`src/design/point_cluster_bounds_centroid_macros.svh`:
```
// Assertion macros shared by the cluster bounds and centroid modules.
`ifndef POINT_CLUSTER_BOUNDS_CENTROID_MACROS_SVH
`define POINT_CLUSTER_BOUNDS_CENTROID_MACROS_SVH

// Same-cycle implication, sampled on the rising clock, off during reset.
`define PCBC_ASSERT_NOW(label, clk, rst_n, ante, cons, msg) \
  label: assert property (@(posedge clk) disable iff (!rst_n) (ante) |-> (cons)) \
    else $error(msg);

// Next-cycle implication, sampled on the rising clock, off during reset.
`define PCBC_ASSERT_NEXT(label, clk, rst_n, ante, cons, msg) \
  label: assert property (@(posedge clk) disable iff (!rst_n) (ante) |=> (cons)) \
    else $error(msg);

`endif

```
`src/design/pcbc_pkg.sv`:
```
// Shared types and constants for the cluster bounds and centroid block.
package pcbc_pkg;

  localparam int MAX_POINTS_DEF = 65536;
  localparam int COORD_BITS_DEF = 20;
  localparam int NUM_AXES       = 3;

  typedef enum logic [1:0] {
    ST_IDLE,
    ST_PREP,
    ST_DIV,
    ST_HOLD
  } pcbc_state_t;

  typedef struct packed {
    logic accept;  // point request taken this cycle
    logic load;    // that point closes the cluster: snapshot and clear
    logic start;   // divider lanes take the snapshot sums
    logic step;    // one quotient bit per lane
  } pcbc_cmd_t;

  typedef struct packed {
    logic div_last;  // divider is on its final bit
  } pcbc_sts_t;

endpackage

```
`src/design/pcbc_div.sv`:
```
// One bit-serial signed divider lane: sum / count, truncated toward zero.
module pcbc_div #(
  parameter int SUM_BITS   = 36,
  parameter int CNT_BITS   = 17,
  parameter int COORD_BITS = 20
) (
  input  logic                         clk,
  input  logic                         start,
  input  logic                         step,
  input  logic signed [SUM_BITS-1:0]   dividend,
  input  logic        [CNT_BITS-1:0]   divisor,
  output logic signed [COORD_BITS-1:0] quot
);

  logic [SUM_BITS-1:0] q_r, q_nxt;
  logic [CNT_BITS-1:0] rem_r, rem_nxt;
  logic                neg_r;
  logic [CNT_BITS:0]   trial;
  logic [CNT_BITS:0]   diff;
  logic                ge;

  always_comb begin
    trial   = {rem_r, q_r[SUM_BITS-1]};
    diff    = trial - {1'b0, divisor};
    ge      = trial >= {1'b0, divisor};
    rem_nxt = ge ? diff[CNT_BITS-1:0] : trial[CNT_BITS-1:0];
    q_nxt   = {q_r[SUM_BITS-2:0], ge};
  end

  always_ff @(posedge clk) begin
    if (start) begin
      neg_r <= dividend[SUM_BITS-1];
      q_r   <= dividend[SUM_BITS-1] ? (SUM_BITS'(0) - dividend) : dividend;
      rem_r <= '0;
    end else if (step) begin
      q_r   <= q_nxt;
      rem_r <= rem_nxt;
    end
  end

  // magnitude never exceeds the largest coordinate magnitude
  assign quot = neg_r ? (COORD_BITS'(0) - q_r[COORD_BITS-1:0]) : q_r[COORD_BITS-1:0];

endmodule

```
`src/design/pcbc_dpath.sv`:
```
// Datapath: running min/max/sum/count, result snapshot and divider lanes.
`include "point_cluster_bounds_centroid_macros.svh"

module pcbc_dpath #(
  parameter int MAX_POINTS = pcbc_pkg::MAX_POINTS_DEF,
  parameter int COORD_BITS = pcbc_pkg::COORD_BITS_DEF,
  parameter int CNT_BITS   = $clog2(MAX_POINTS + 1),
  parameter int SUM_BITS   = COORD_BITS + $clog2(MAX_POINTS)
) (
  input  logic                                           clk,
  input  logic                                           rst_n,
  input  pcbc_pkg::pcbc_cmd_t                            cmd,
  output pcbc_pkg::pcbc_sts_t                            sts,
  input  logic [pcbc_pkg::NUM_AXES-1:0][COORD_BITS-1:0]  coord,
  output logic [pcbc_pkg::NUM_AXES-1:0][COORD_BITS-1:0]  lo,
  output logic [pcbc_pkg::NUM_AXES-1:0][COORD_BITS-1:0]  hi,
  output logic [pcbc_pkg::NUM_AXES-1:0][COORD_BITS-1:0]  mean,
  output logic [CNT_BITS-1:0]                            point_count,
  output logic                                           count_overflow
);

  localparam int STEP_BITS = $clog2(SUM_BITS);
  localparam logic signed [COORD_BITS-1:0] MOST_POS = {1'b0, {(COORD_BITS-1){1'b1}}};
  localparam logic signed [COORD_BITS-1:0] MOST_NEG = {1'b1, {(COORD_BITS-1){1'b0}}};
  localparam logic [CNT_BITS-1:0] CNT_FULL = CNT_BITS'(MAX_POINTS);
  localparam logic [STEP_BITS-1:0] STEP_LAST = STEP_BITS'(SUM_BITS - 1);

  logic signed [COORD_BITS-1:0] min_r [pcbc_pkg::NUM_AXES];
  logic signed [COORD_BITS-1:0] max_r [pcbc_pkg::NUM_AXES];
  logic signed [SUM_BITS-1:0]   sum_r [pcbc_pkg::NUM_AXES];
  logic signed [COORD_BITS-1:0] min_nxt [pcbc_pkg::NUM_AXES];
  logic signed [COORD_BITS-1:0] max_nxt [pcbc_pkg::NUM_AXES];
  logic signed [SUM_BITS-1:0]   sum_nxt [pcbc_pkg::NUM_AXES];
  logic [CNT_BITS-1:0]          cnt_r, cnt_nxt;
  logic                         over_r, over_nxt;
  logic                         full;

  logic signed [COORD_BITS-1:0] lo_r  [pcbc_pkg::NUM_AXES];
  logic signed [COORD_BITS-1:0] hi_r  [pcbc_pkg::NUM_AXES];
  logic signed [SUM_BITS-1:0]   snap_sum_r [pcbc_pkg::NUM_AXES];
  logic [CNT_BITS-1:0]          snap_cnt_r;
  logic                         snap_over_r;
  logic [STEP_BITS-1:0]         step_r;

  assign full = (cnt_r == CNT_FULL);

  always_comb begin
    for (int a = 0; a < pcbc_pkg::NUM_AXES; a++) begin
      min_nxt[a] = ($signed(coord[a]) < min_r[a]) ? $signed(coord[a]) : min_r[a];
      max_nxt[a] = ($signed(coord[a]) > max_r[a]) ? $signed(coord[a]) : max_r[a];
      // past the bound a point only widens the box
      sum_nxt[a] = full ? sum_r[a] : (sum_r[a] + SUM_BITS'($signed(coord[a])));
    end
    cnt_nxt  = full ? cnt_r : (cnt_r + CNT_BITS'(1));
    over_nxt = over_r | full;
  end

  always_ff @(posedge clk) begin
    if (!rst_n) begin
      for (int a = 0; a < pcbc_pkg::NUM_AXES; a++) begin
        min_r[a] <= MOST_POS;
        max_r[a] <= MOST_NEG;
        sum_r[a] <= '0;
      end
      cnt_r  <= '0;
      over_r <= 1'b0;
    end else if (cmd.accept) begin
      for (int a = 0; a < pcbc_pkg::NUM_AXES; a++) begin
        min_r[a] <= cmd.load ? MOST_POS : min_nxt[a];
        max_r[a] <= cmd.load ? MOST_NEG : max_nxt[a];
        sum_r[a] <= cmd.load ? '0 : sum_nxt[a];
      end
      cnt_r  <= cmd.load ? '0 : cnt_nxt;
      over_r <= cmd.load ? 1'b0 : over_nxt;
    end
  end

  // result snapshot; held until the result request is taken
  always_ff @(posedge clk) begin
    if (cmd.load) begin
      for (int a = 0; a < pcbc_pkg::NUM_AXES; a++) begin
        lo_r[a]       <= min_nxt[a];
        hi_r[a]       <= max_nxt[a];
        snap_sum_r[a] <= sum_nxt[a];
      end
      snap_cnt_r  <= cnt_nxt;
      snap_over_r <= over_nxt;
    end
  end

  always_ff @(posedge clk) begin
    if (!rst_n) begin
      step_r <= '0;
    end else if (cmd.start) begin
      step_r <= STEP_LAST;
    end else if (cmd.step && (step_r != '0)) begin
      step_r <= step_r - STEP_BITS'(1);
    end
  end

  assign sts.div_last = (step_r == '0);

  for (genvar g = 0; g < pcbc_pkg::NUM_AXES; g++) begin : g_lane
    pcbc_div #(
      .SUM_BITS  (SUM_BITS),
      .CNT_BITS  (CNT_BITS),
      .COORD_BITS(COORD_BITS)
    ) u_div (
      .clk     (clk),
      .start   (cmd.start),
      .step    (cmd.step),
      .dividend(snap_sum_r[g]),
      .divisor (snap_cnt_r),
      .quot    (mean[g])
    );
    assign lo[g] = lo_r[g];
    assign hi[g] = hi_r[g];
  end

  assign point_count    = snap_cnt_r;
  assign count_overflow = snap_over_r;

  `PCBC_ASSERT_NOW(a_cnt_bound, clk, rst_n, 1'b1, cnt_r <= CNT_FULL, "point count past bound")
  `PCBC_ASSERT_NEXT(a_load_clears, clk, rst_n, cmd.accept && cmd.load, (cnt_r == '0) && !over_r && (snap_cnt_r != '0), "cluster state not cleared")

endmodule

```
`src/design/pcbc_ctrl.sv`:
```
// Controller: request handshakes and sequencing of the divider lanes.
`include "point_cluster_bounds_centroid_macros.svh"

module pcbc_ctrl (
  input  logic                clk,
  input  logic                rst_n,
  input  logic                in_vld,
  input  logic                in_last_point,
  output logic                in_ready,
  output logic                out_valid,
  input  logic                out_ready,
  output pcbc_pkg::pcbc_cmd_t cmd,
  input  pcbc_pkg::pcbc_sts_t sts
);

  pcbc_pkg::pcbc_state_t state_r, state_nxt;

  always_ff @(posedge clk) begin
    if (!rst_n) begin
      state_r <= pcbc_pkg::ST_IDLE;
    end else begin
      state_r <= state_nxt;
    end
  end

  always_comb begin
    state_nxt = state_r;
    unique case (state_r)
      pcbc_pkg::ST_IDLE: if (in_vld && in_last_point) state_nxt = pcbc_pkg::ST_PREP;
      pcbc_pkg::ST_PREP: state_nxt = pcbc_pkg::ST_DIV;
      pcbc_pkg::ST_DIV:  if (sts.div_last) state_nxt = pcbc_pkg::ST_HOLD;
      pcbc_pkg::ST_HOLD: if (out_ready) state_nxt = pcbc_pkg::ST_IDLE;
      default:           state_nxt = pcbc_pkg::ST_IDLE;
    endcase
  end

  always_comb begin
    // points keep flowing; only a cluster end waits for the divider and for the result to be taken
    in_ready   = (state_r == pcbc_pkg::ST_IDLE) || !in_last_point;
    out_valid  = (state_r == pcbc_pkg::ST_HOLD);
    cmd.accept = in_vld && in_ready;
    cmd.load   = cmd.accept && in_last_point;
    cmd.start  = (state_r == pcbc_pkg::ST_PREP);
    cmd.step   = (state_r == pcbc_pkg::ST_DIV);
  end

  `PCBC_ASSERT_NOW(a_load_idle, clk, rst_n, cmd.load, state_r == pcbc_pkg::ST_IDLE, "load while divider busy")
  `PCBC_ASSERT_NEXT(a_prep_div, clk, rst_n, state_r == pcbc_pkg::ST_PREP, cmd.step && !out_valid, "divider did not start")
  `PCBC_ASSERT_NEXT(a_div_done, clk, rst_n, cmd.step && sts.div_last, out_valid, "result not presented after last bit")

endmodule

```
`src/design/point_cluster_bounds_centroid.sv`:
```
// Cluster bounds and centroid: takes one point per cycle while in_ready is
// high and, on a point marked last, gives the min and max corners, the
// per-axis mean truncated toward zero, the point count and an overflow flag.
// Points past MAX_POINTS widen the box but are left out of count and mean.
// Each axis mean comes from a restoring divider that makes one quotient bit
// per cycle; a result is offered once the snapshot, the PREP state and the
// DIV state have run. Points of the next cluster are taken at one per cycle
// meanwhile; only its last point waits until the previous result has been
// taken.
module point_cluster_bounds_centroid #(
  parameter int MAX_POINTS = pcbc_pkg::MAX_POINTS_DEF,
  parameter int COORD_BITS = pcbc_pkg::COORD_BITS_DEF,
  parameter int CNT_BITS   = $clog2(MAX_POINTS + 1)
) (
  input  logic                         clk,
  input  logic                         rst_n,
  input  logic                         in_vld,
  output logic                         in_ready,
  input  logic signed [COORD_BITS-1:0] in_coord_x,
  input  logic signed [COORD_BITS-1:0] in_coord_y,
  input  logic signed [COORD_BITS-1:0] in_coord_z,
  input  logic                         in_last_point,
  output logic                         out_valid,
  input  logic                         out_ready,
  output logic signed [COORD_BITS-1:0] out_lo_x,
  output logic signed [COORD_BITS-1:0] out_lo_y,
  output logic signed [COORD_BITS-1:0] out_lo_z,
  output logic signed [COORD_BITS-1:0] out_hi_x,
  output logic signed [COORD_BITS-1:0] out_hi_y,
  output logic signed [COORD_BITS-1:0] out_hi_z,
  output logic signed [COORD_BITS-1:0] out_mean_x,
  output logic signed [COORD_BITS-1:0] out_mean_y,
  output logic signed [COORD_BITS-1:0] out_mean_z,
  output logic        [CNT_BITS-1:0]   out_point_count,
  output logic                         out_count_overflow
);

  pcbc_pkg::pcbc_cmd_t cmd;
  pcbc_pkg::pcbc_sts_t sts;
  logic [pcbc_pkg::NUM_AXES-1:0][COORD_BITS-1:0] coord, lo, hi, mean;

  assign coord = {in_coord_z, in_coord_y, in_coord_x};

  pcbc_ctrl u_ctrl (
    .clk          (clk),
    .rst_n        (rst_n),
    .in_vld       (in_vld),
    .in_last_point(in_last_point),
    .in_ready     (in_ready),
    .out_valid    (out_valid),
    .out_ready    (out_ready),
    .cmd          (cmd),
    .sts          (sts)
  );

  pcbc_dpath #(
    .MAX_POINTS(MAX_POINTS),
    .COORD_BITS(COORD_BITS),
    .CNT_BITS  (CNT_BITS)
  ) u_dpath (
    .clk           (clk),
    .rst_n         (rst_n),
    .cmd           (cmd),
    .sts           (sts),
    .coord         (coord),
    .lo            (lo),
    .hi            (hi),
    .mean          (mean),
    .point_count   (out_point_count),
    .count_overflow(out_count_overflow)
  );

  assign out_lo_x   = lo[0];
  assign out_lo_y   = lo[1];
  assign out_lo_z   = lo[2];
  assign out_hi_x   = hi[0];
  assign out_hi_y   = hi[1];
  assign out_hi_z   = hi[2];
  assign out_mean_x = mean[0];
  assign out_mean_y = mean[1];
  assign out_mean_z = mean[2];

endmodule
```
`config.mk`:
```
export PLATFORM = sky130hd
export DESIGN_NAME = point_cluster_bounds_centroid
export DESIGN_NICKNAME = d
export VERILOG_FILES = /design/src/design/pcbc_pkg.sv /design/src/design/pcbc_div.sv /design/src/design/pcbc_dpath.sv /design/src/design/pcbc_ctrl.sv /design/src/design/point_cluster_bounds_centroid.sv
export VERILOG_INCLUDE_DIRS = /design/src /design/src/design
export SDC_FILE = /design/constraint.sdc
export NUM_CORES = 2
export LEC_CHECK = 0
export BUFFER_PORTS_ARGS = -buffer_cell sky130_fd_sc_hd__buf_2
export CORE_UTILIZATION = 45
export CTS_BUF_LIST = sky130_fd_sc_hd__clkbuf_8
export DETAILED_ROUTE_END_ITERATION = 10
export HOLD_SLACK_MARGIN = 0.03
export MAX_ROUTING_LAYER = met4
export RECOVER_POWER = 100
export SKIP_CTS_REPAIR_TIMING = 1
export SYNTH_ARGS = -nofsm -noshare
export SYNTH_HDL_FRONTEND = slang
export SYNTH_HIERARCHICAL = 1
export SYNTH_SLANG_ARGS = --single-unit
```
`constraint.sdc`:
```
create_clock -name clk -period 11.9 [get_ports clk]
set_input_delay 2.975 -clock clk [delete_from_list [all_inputs] [get_ports clk]]
set_output_delay 2.975 -clock clk [all_outputs]
set_load 0.01 [all_outputs]
```
==> results.md <==
- Outcome: finished with violations
- Violations in the final reports: max-capacitance violations, max-slew violations
- Slowest stage delay, CP: roughly 2800 ps
- Placeable Area: 91700 µm²
- Arr. time, crit path: about 8600 ps
- Worst skew pair latency: approximately 750 ps
- Nets: 4631
- Die width: a little over 300 µm
- Sequential share of power: around two fifths
- Power Total: 9.66 mW
- Final hold violation count: 0
- Worst Setup Slack post-DPL: between 5000 and 6000 ps
- Effective utilization at floorplan: 45.4%
- Most frequent cells in the layout: 585 x edfxtp_1, 365 x a21oi_1, 309 x nor2_1
- Syn_nets: 4405
- Clk network pwr share: about a quarter
- Final period util: between 70% and 80%
- Final antenna-violating net count: 0
- Commonest non-fill, non-tap cell in the layout: edfxtp_1
- DIE AREA: 93700 µm²
- Worst path top cell family by delay: buffers and inverters
- Psw: approximately 3.6 mW
- Routed length per instance: around 19 µm
- TritonCTS Sinks: 662
- Mapped Cells: ~4000
- Post-synth top area share: between 40% and 50%
- Post-Syn Area per Cell: between 10 and 15 µm²
- Largest net degree at the start of global routing: between 150 and 200
- MaxCap Viol Count: 18
- Min-delay worst type: register to register
- Std-Cell Rows: ~110
- Main flop type after synthesis: edfxtp_1
- Antenna violations before repair: 5
- Combinational power share: approximately 36%
- Number of port buffers: 264
- Static Leak: between 15 and 20 nW
- Clock Skew: 45.5 ps
- Share of layout cells above drive strength 1: 8.31%
- Io pins: approximately 270
- Crit path max fanout: slightly below 70
- Distinct cells, synth: around 110
- Worst flop-to-flop path startpoint: u_ctrl/state_r[0]$_SDFFE_PN0P_
- Cts bufs inserted: about 120
- Setup ws final: roughly 3600 ps
- Die height: a little over 300 µm
- Netlist Area Pre-Place: between 40000 and 50000 µm²
- Worst path required time: roughly 12000 ps
- CP Capture Type: register
- Fin. max-slew vios: 888
- Int Pwr: 6.06 mW
- WS Path Type: primary input to register
- Crit path launch type: primary input
- Worst path bufs/invs: 3
- Max_slew headroom: -180%
- Maximum VDD drop: 0.0982 mV
- Clock Path Buffers: 3
- #FFs+latches synth: approximately 660
- Power per cell area: about 210 nW/µm²
- Wire length of the first global-routing pass: roughly 160 mm
- Vias: roughly 31000
- RD Place Congestion: between 0.9 and 1
- Max stage delay cell, worst path: clkbuf_1
- Post-DP HPWL: slightly above 70 mm
- Setup TNS: 0 ps
- Root Buffer: clkbuf_8
- Min cycle time layout: roughly 8300 ps
- DR iter-0 viols: around 2200
- Crit. Startpoint: in_last_point
- CTS H-tree lvls: 3
- Syn. warnings: 6
- Most area-hungry cell type in the Yosys netlist: edfxtp_1
- Total iterations of the first detailed-routing run: 6
- DRT Wirelength: just over 100 mm
- DR vias/cell: between 5 and 6
- Vias in the first global route: around 30000
- Largest cells by area after synthesis: edfxtp_1 42%, ha_1 8.7%, a21oi_1 4.4%, dfxtp_1 3.7%, xor2_1 3.3%
- Area Growth Syn to Fin: 10.5%
- CTS tree: yes
- Sequential area share after synthesis: between 40% and 50%
- FF-to-FF setup slack: roughly 5300 ps
- Hold path start: u_dpath/over_r$_SDFFE_PN0P_
- GRT Util Overall: between 20 and 25%
- DRC viols: 0
- F_max: 0.120 GHz
- Asr flop ratio synth: 0%
- Clock slew at reported path FFs: 60 ps
- GRT overflow: 0
- Count of final setup violators: 0
- Switching Share: between 30% and 40%
- CP Cell Sequence: clkbuf_1 > and3_2 > clkbuf_1 > clkbuf_1
- Worst slew pin tran: ~4200 ps
- EDFF count, synth: 585
- RSZ-0062 raised after global routing: no
- CP most frequent cell: clkbuf_1
==> metrics by stage <==
step	utilization [%]	instances	hold WS [ps]	cell area [µm²]
after floorplan	-	4046	424	41600
after global placement	47.9	5341	435	43900
after detailed placement	47.9	5341	464	43900
after CTS	50.7	5556	478	46400
after global routing	50.2	5561	499	46000
final	50.2	5561	472	46000
==> final timing paths <==
kind / end / cells past startpoint
setup / recovery: u_dpath/hi_r[0][7]$_DFFE_PP_ / 4
hold / removal: u_dpath/over_r$_SDFFE_PN0P_ / 1
setup reg to reg: u_dpath/hi_r[0][7]$_DFFE_PP_ / 5
hold reg to reg: u_dpath/over_r$_SDFFE_PN0P_ / 1
==> cell usage after synthesis (20+ instances only) <==
cell and count:
edfxtp_1 585, and3_1 29, o31ai_1 66, or3_1 28, nor3_1 36, xnor2_1 139, a211oi_1 38, inv_1 235
dfxtp_1 77, nor4_1 22, o21a_1 28, nor2_1 308, o21ai_0 194, nand2b_1 98, clkbuf_1 143, a21oi_1 366
ha_1 288, nand4_1 45, xor2_1 156, mux2i_1 29, a21o_1 95, buf_2 20, nor2b_1 34, nand3_1 80
and2_1 159, nand2_1 263, mux2_2 119
==> worst register-to-register path: cells and delay by family, from the launching register on <==
| family | cells | cell delay, ps |
|---|---|---|
| buffers and inverters | 3 | 5380 |
| DFF | 1 | 340 |
| and+or+nand+nor | 1 | 180 |
| adders and majority gates | 1 | 190 |
==> routing by layer <==
| metal | up-vias | track usage, % | wire length [µm] |
|---|---|---|---|
| li1 | 15300 | - | - |
| met1 | 14800 | 31.6 | 50900 |
| met2 | 716 | 33.3 | 45500 |
| met3 | 122 | 3.61 | 5500 |
| met4 | 0 | 6.17 | 2030 |
| met5 | - | - | 0 |
==> area by class of cell <==
type                       instances  area [µm²]
fill                            8649       45700
tap                             1186        1480
antenna                            5        12.5
clock inverter                   100         961
multi-input combinational       2965       20700
sequential                       662       19100
inverter                         235         890
clock buffer                     115        1580
timing repair buffer             293        1220
==> power groups by stage <==
stage / Sequential (mW) / Clock (mW) / Combinational [mW]
3_5_place_dp: 3.84 / 0 / 3.57
3_3_place_gp: 3.84 / 0 / 3.55
5_1_grt: 3.91 / 2.50 / 3.91
6_report: 3.83 / 2.33 / 3.50
4_1_cts: 3.81 / 2.40 / 3.59
2_1_floorplan: 3.77 / 0 / 2.56
==> state kept, by name, indices dropped and copies added (netlist names), 6 cells and up <==
register	cells
u_dpath/min_r	60
u_dpath/sum_r	108
u_dpath/step_r	6
u_dpath/g_lane.u_div/q_r	108
u_dpath/point_count	17
u_dpath/lo_r	60
u_dpath/cnt_r	17
u_dpath/snap_sum_r	108
u_dpath/g_lane.u_div/rem_r	51
u_dpath/hi_r	60
u_dpath/max_r	60
==> cell families after synthesis <==
| family | synth area share [%] |
|---|---|
| simple gates | 14.8 |
| xor+xnor | 6.21 |
| fa+ha+maj | 8.94 |
| flops | 45.9 |
| compound gates | 16.1 |
| buf+inv | 4.07 |
| mux | 4.05 |
No activity file was read; power rests on OpenSTA's default activity.
